`src/hdl/fcst_pkg.sv`:
```
`timescale 1ns / 1ps

package fcst_pkg;

  localparam int MAX_STRIDE = 2048;
  localparam int MAX_HEIGHT = 4096;
  localparam int ARC_LENGTH = 10;

  localparam int WIN        = 7;
  localparam int STORE_ROWS = 6;
  localparam int CIRCLE     = 16;
  localparam int PIX_W      = 8;
  localparam int MARGIN     = 3;

  localparam int COL_W = $clog2(MAX_STRIDE);
  localparam int ROW_W = $clog2(MAX_HEIGHT);

  localparam int CORNER_X_W = 11;
  localparam int CORNER_Y_W = 12;

  localparam int THR_W    = 8;
  localparam int WIDTH_W  = 12;
  localparam int HEIGHT_W = 13;
  localparam int STRIDE_W = 12;
  localparam int CFG_W    = 13;
  localparam int CFG_IDX_W = 2;

  localparam logic [CFG_IDX_W-1:0] CFG_THRESHOLD    = 2'd0;
  localparam logic [CFG_IDX_W-1:0] CFG_IMAGE_WIDTH  = 2'd1;
  localparam logic [CFG_IDX_W-1:0] CFG_IMAGE_HEIGHT = 2'd2;
  localparam logic [CFG_IDX_W-1:0] CFG_LINE_STRIDE  = 2'd3;

  localparam int STORE_W = STORE_ROWS * PIX_W;

  // window row and column of each circle point, clockwise from the top
  localparam int RING_ROW [CIRCLE] = '{0, 0, 1, 2, 3, 4, 5, 6, 6, 6, 5, 4, 3, 2, 1, 0};
  localparam int RING_COL [CIRCLE] = '{3, 4, 5, 6, 6, 6, 5, 4, 3, 2, 1, 0, 0, 0, 1, 2};

  typedef struct packed {
    logic             valid;
    logic             qual;
    logic [COL_W-1:0] x;
    logic [ROW_W-1:0] y;
  } tag_t;

endpackage

```
`src/hdl/fcst_arc.sv`:
```
`timescale 1ns / 1ps

module fcst_arc (
  input  logic                 clk,
  input  logic                 rst_n,
  input  logic                 adv,
  input  fcst_pkg::tag_t       tag_in,
  input  logic [7:0]           ring [fcst_pkg::CIRCLE],
  input  logic [7:0]           centre,
  input  logic [7:0]           thr,
  output fcst_pkg::tag_t       tag_out,
  output logic                 hit
);
  import fcst_pkg::*;

  logic [PIX_W:0]      sum;
  logic [PIX_W-1:0]    lo;
  logic [PIX_W-1:0]    hi;
  logic [CIRCLE-1:0]   bright_nxt;
  logic [CIRCLE-1:0]   dark_nxt;
  logic [CIRCLE-1:0]   bright_r;
  logic [CIRCLE-1:0]   dark_r;
  logic [CIRCLE-1:0]   start_hit;
  tag_t                tag_r;

  always_comb begin
    sum = {1'b0, centre} + {1'b0, thr};
    lo  = (centre > thr) ? (centre - thr) : '0;
    hi  = sum[PIX_W] ? {PIX_W{1'b1}} : sum[PIX_W-1:0];
    for (int k = 0; k < CIRCLE; k++) begin
      bright_nxt[k] = ring[k] > hi;
      dark_nxt[k]   = ring[k] < lo;
    end
  end

  always_ff @(posedge clk) begin
    if (!rst_n) begin
      tag_r.valid <= 1'b0;
    end else if (adv) begin
      tag_r.valid <= tag_in.valid;
    end
    if (adv) begin
      tag_r.qual <= tag_in.qual;
      tag_r.x    <= tag_in.x;
      tag_r.y    <= tag_in.y;
      bright_r   <= bright_nxt;
      dark_r     <= dark_nxt;
    end
  end

  // a run may start at any circle point and wrap past the top
  always_comb begin
    for (int k = 0; k < CIRCLE; k++) begin
      logic all_b;
      logic all_d;
      all_b = 1'b1;
      all_d = 1'b1;
      for (int j = 0; j < ARC_LENGTH; j++) begin
        all_b = all_b & bright_r[(k + j) % CIRCLE];
        all_d = all_d & dark_r[(k + j) % CIRCLE];
      end
      start_hit[k] = all_b | all_d;
    end
  end

  assign hit     = |start_hit;
  assign tag_out = tag_r;

endmodule

```
`config.mk`:
```
export PLATFORM = sky130hd
export DESIGN_NAME = fcst_arc
export DESIGN_NICKNAME = d
export VERILOG_FILES = /design/src/hdl/fcst_pkg.sv /design/src/hdl/fcst_arc.sv
export SDC_FILE = /design/constraint.sdc
export NUM_CORES = 1
export LEC_CHECK = 0
export BUFFER_PORTS_ARGS = -buffer_cell sky130_fd_sc_hd__buf_2
export CAP_MARGIN = 5
export CORE_UTILIZATION = 40
export DETAILED_ROUTE_END_ITERATION = 6
export HOLD_SLACK_MARGIN = 0.08
export SKIP_CTS_REPAIR_TIMING = 1
export SLEW_MARGIN = 25
export SYNTH_ARGS = -nofsm -noshare
export SYNTH_HDL_FRONTEND = slang
export SYNTH_SLANG_ARGS = --single-unit
```
`constraint.sdc`:
```
create_clock -name clk -period 4.7 [get_ports clk]
set_input_delay 0.47 -clock clk [delete_from_list [all_inputs] [get_ports clk]]
set_output_delay 0.47 -clock clk [all_outputs]
set_load 0.03 [all_outputs]
```
==> out/metrics.yaml <==
nNetsFinal: 1484
setup_tns_ns: 0
critical_path_required_ns: 4.84
pwr-share-seq_pct: 25.4
cts_max_path_buffers: 2
max_slew_margin_pct: 33.3
peakVddDrop_mv: 0.146
slew_violations: 0
final_cells: 1340
multi_input_area_um2: 6130
drc: 0
hp-class: "in2reg"
num_antenna_cells: 0
async_flop_share_pct: 0
portBuffers: 197
cts_sinks: 57
grt_max_degree: 58
drt_iter0_drc: 372
syn_nets: 1261
setup_viol: 0
vias: 7527
combPwrFrac_pct: 52.1
synth.area.top_cells: "ha_1 37%, edfxtp_1 21%, a21oi_1 4.1%"
grt_pass1_wl_um: 38400
ant_nets: 0
final.min_clock_period_ns: 3.71
netlist.area_leader.share_pct: 37.1
seq_area_um2: 1700
ys_types: 50
die_x_um: 144
yosys_warnings: 0
wl_per_cell_um: 18.4
antenna_found_initial: 1
outcome: "complete, no violations"
finalHoldViolCount: 0
area_growth_pct: 21.4
yosys.area.top_type: "ha_1"
grt_overflow_total: 0
initial_core_util_pct: 41.2
dr.pass1.iters: 5
worst_path_largest_cell_delay_ns: 0.46
drive_above_1_share_pct: 22.7
cts_max_level: 3
synth-edff-count: 56
p_sw_share_pct: 40.9
fin_ws_ns: 0.993
finClkSkew_ns: 0
fillers: 1932
cp-start-kind: "primary input"
min_period_over_period_pct: 78.9
netlist_area_um2: 8100
leakage_nw: 4.76
ys_ff_latch: 57
dp_hpwl_um: 19900
worst_setup_path_end_kind: "flop"
core_area_um2: 19700
crit_chain: "buf_2 -> inv_1 -> ha_1 -> fa_1 -> nand2b_1 -> a211oi_2 -> nor2_1 -> a21oi_1 -> nand2_1 -> buf_4 -> ha_1 -> a211oi_1 -> a221oi_1 -> a211oi_1"
power.internal_mw: 1.71
place_inst: 1324
tightest_slew_ns: 0.995
rows: 51
cp.arrival_ns: 3.85
grt_pass1_vias: 7304
clock.fmax_mhz: 270
die_area_um2: 20800
die_height_um: 144
rsz0062_at_grt: "false"
clockRootBuffer: "clkbuf_16"
ys_seq_area_share_pct: 21.0
powerDensity_nw_per_um2: 295
synth_ff_type: "edfxtp_1"
cts_tree: "done"
place_ws_ns: 0.618
synthCells: 847
grt_use_total_pct: 24.6
clock_latency_ns: 0.33
crit_slowest_cell: "nand2_1"
ios: 198
gp_congestion: 0.851
clockPowerShare_pct: 22.6
fin_util_pct: 50.0
clkSlewWorstSetupHoldPaths_ns: 0.06
maxCapViolCount: 0
syn_avg_cell_area_um2: 9.56
p_sw_mw: 1.18
drt-total-wl_um: 24700
criticalPathCategory: "in2reg"
numCtsBuffers: 9
viasPerCell: 5.62
crit_fanout: 9
## power groups by stage
stage	combinational (mW)	clock, mW	sequential [mW]
floorplan	0.969	0	0.745
detailed placement	1.50	0	0.742
global route	1.73	0.689	0.744
CTS	1.51	0.667	0.734
finish	1.51	0.654	0.735
global placement	1.47	0	0.745
## per-layer routing
metal	routed length, µm	track usage [%]
met1	11500	31.6
met2	11300	42.0
met3	1320	4.14
met4	495	7.42
met5	15	0
## cells in the final DEF, fill, tap and decap left out, types with 5 or more instances in the layout
master,instances
a211o_1,6
a211oi_1,27
a21o_1,34
a21oi_1,66
a221oi_1,11
a22o_1,6
a22oi_1,10
a311oi_1,11
and3_1,13
and4_1,5
buf_2,197
buf_4,27
clkbuf_16,9
edfxtp_1,56
ha_1,240
inv_1,50
maj3_1,6
nand2_1,34
nand2b_1,7
nand3_1,23
nand4_1,19
nor2_1,40
nor2b_1,12
nor4b_1,10
o2111ai_1,14
o211ai_1,22
o21a_1,7
o21ai_0,54
o22ai_1,7
xnor2_1,6
xor2_1,13
## worst paths after layout
| check | cells after the start | end | from | slack [ns] |
|---|---|---|---|---|
| worst min register to register | 2 | tag_out[24] | tag_out[24] | 0.52 |
| worst max-delay path | 14 | dark_r[11] | centre[0] | 0.99 |
| worst max register to register | 2 | tag_out[24] | tag_out[24] | 4.12 |
| worst min-delay path | 1 | tag_out[13] | tag_in[13] | 0.30 |
## final cells by class
cell class	count	share of cell area (%)
Timing Repair Buffer	224	12.1
Sequential cell	57	17.3
Multi-Input combinational cell	728	62.4
Inverter	50	1.91
Tap cell	265	3.37
Clock buffer	10	2.33
Clock inverter	6	0.585
## logic make-up (layout without fill, tap and decap cells)
family / count (synthesis) / after routing / synth area share [%]
AOI/OAI and AO/OA: 286 / 286 / 23.8
xor gates and xnor gates: 19 / 19 / 2.06
adders and majority gates: 248 / 248 / 38.3
buffers and inverters: 62 / 290 / 3.21
DFF: 57 / 57 / 21.0
muxes: 1 / 1 / 0.124
and+or+nand+nor: 174 / 174 / 11.4
## state kept, by name (all words and copies together), names as in the netlist
| name | cells |
|---|---|
| bright_r | 16 |
| tag_out | 25 |
| dark_r | 16 |
## worst max-delay path: cells and delay by family
family                     cells  cell delay [ns]
and+or+nand+nor                3             0.74
AOI/OAI and AO/OA              5             1.30
adders and majority gates      3             0.88
buffers and inverters          3             0.47
## stage by stage
step / hold WS [ns] / area (µm²) / power [mW]
3_5_place_dp: 0.514 / 9540 / 2.24
2_1_floorplan: 0.569 / 8100 / 1.71
3_3_place_gp: 0.516 / 9540 / 2.22
6_report: 0.301 / 9830 / 2.90
5_1_grt: 0.286 / 9830 / 3.16
4_1_cts: 0.289 / 9830 / 2.91
## cells in the mapped netlist, types with 12 or more instances
library cell / number
o21ai_0: 54
o2111ai_1: 14
nor2_1: 40
o211ai_1: 22
nand3_1: 23
edfxtp_1: 56
a21o_1: 34
inv_1: 50
nand4_1: 19
a211oi_1: 27
ha_1: 240
nor2b_1: 12
and3_1: 13
a21oi_1: 66
nand2_1: 34
xor2_1: 13
No activity file was read; power rests on OpenSTA's default activity.
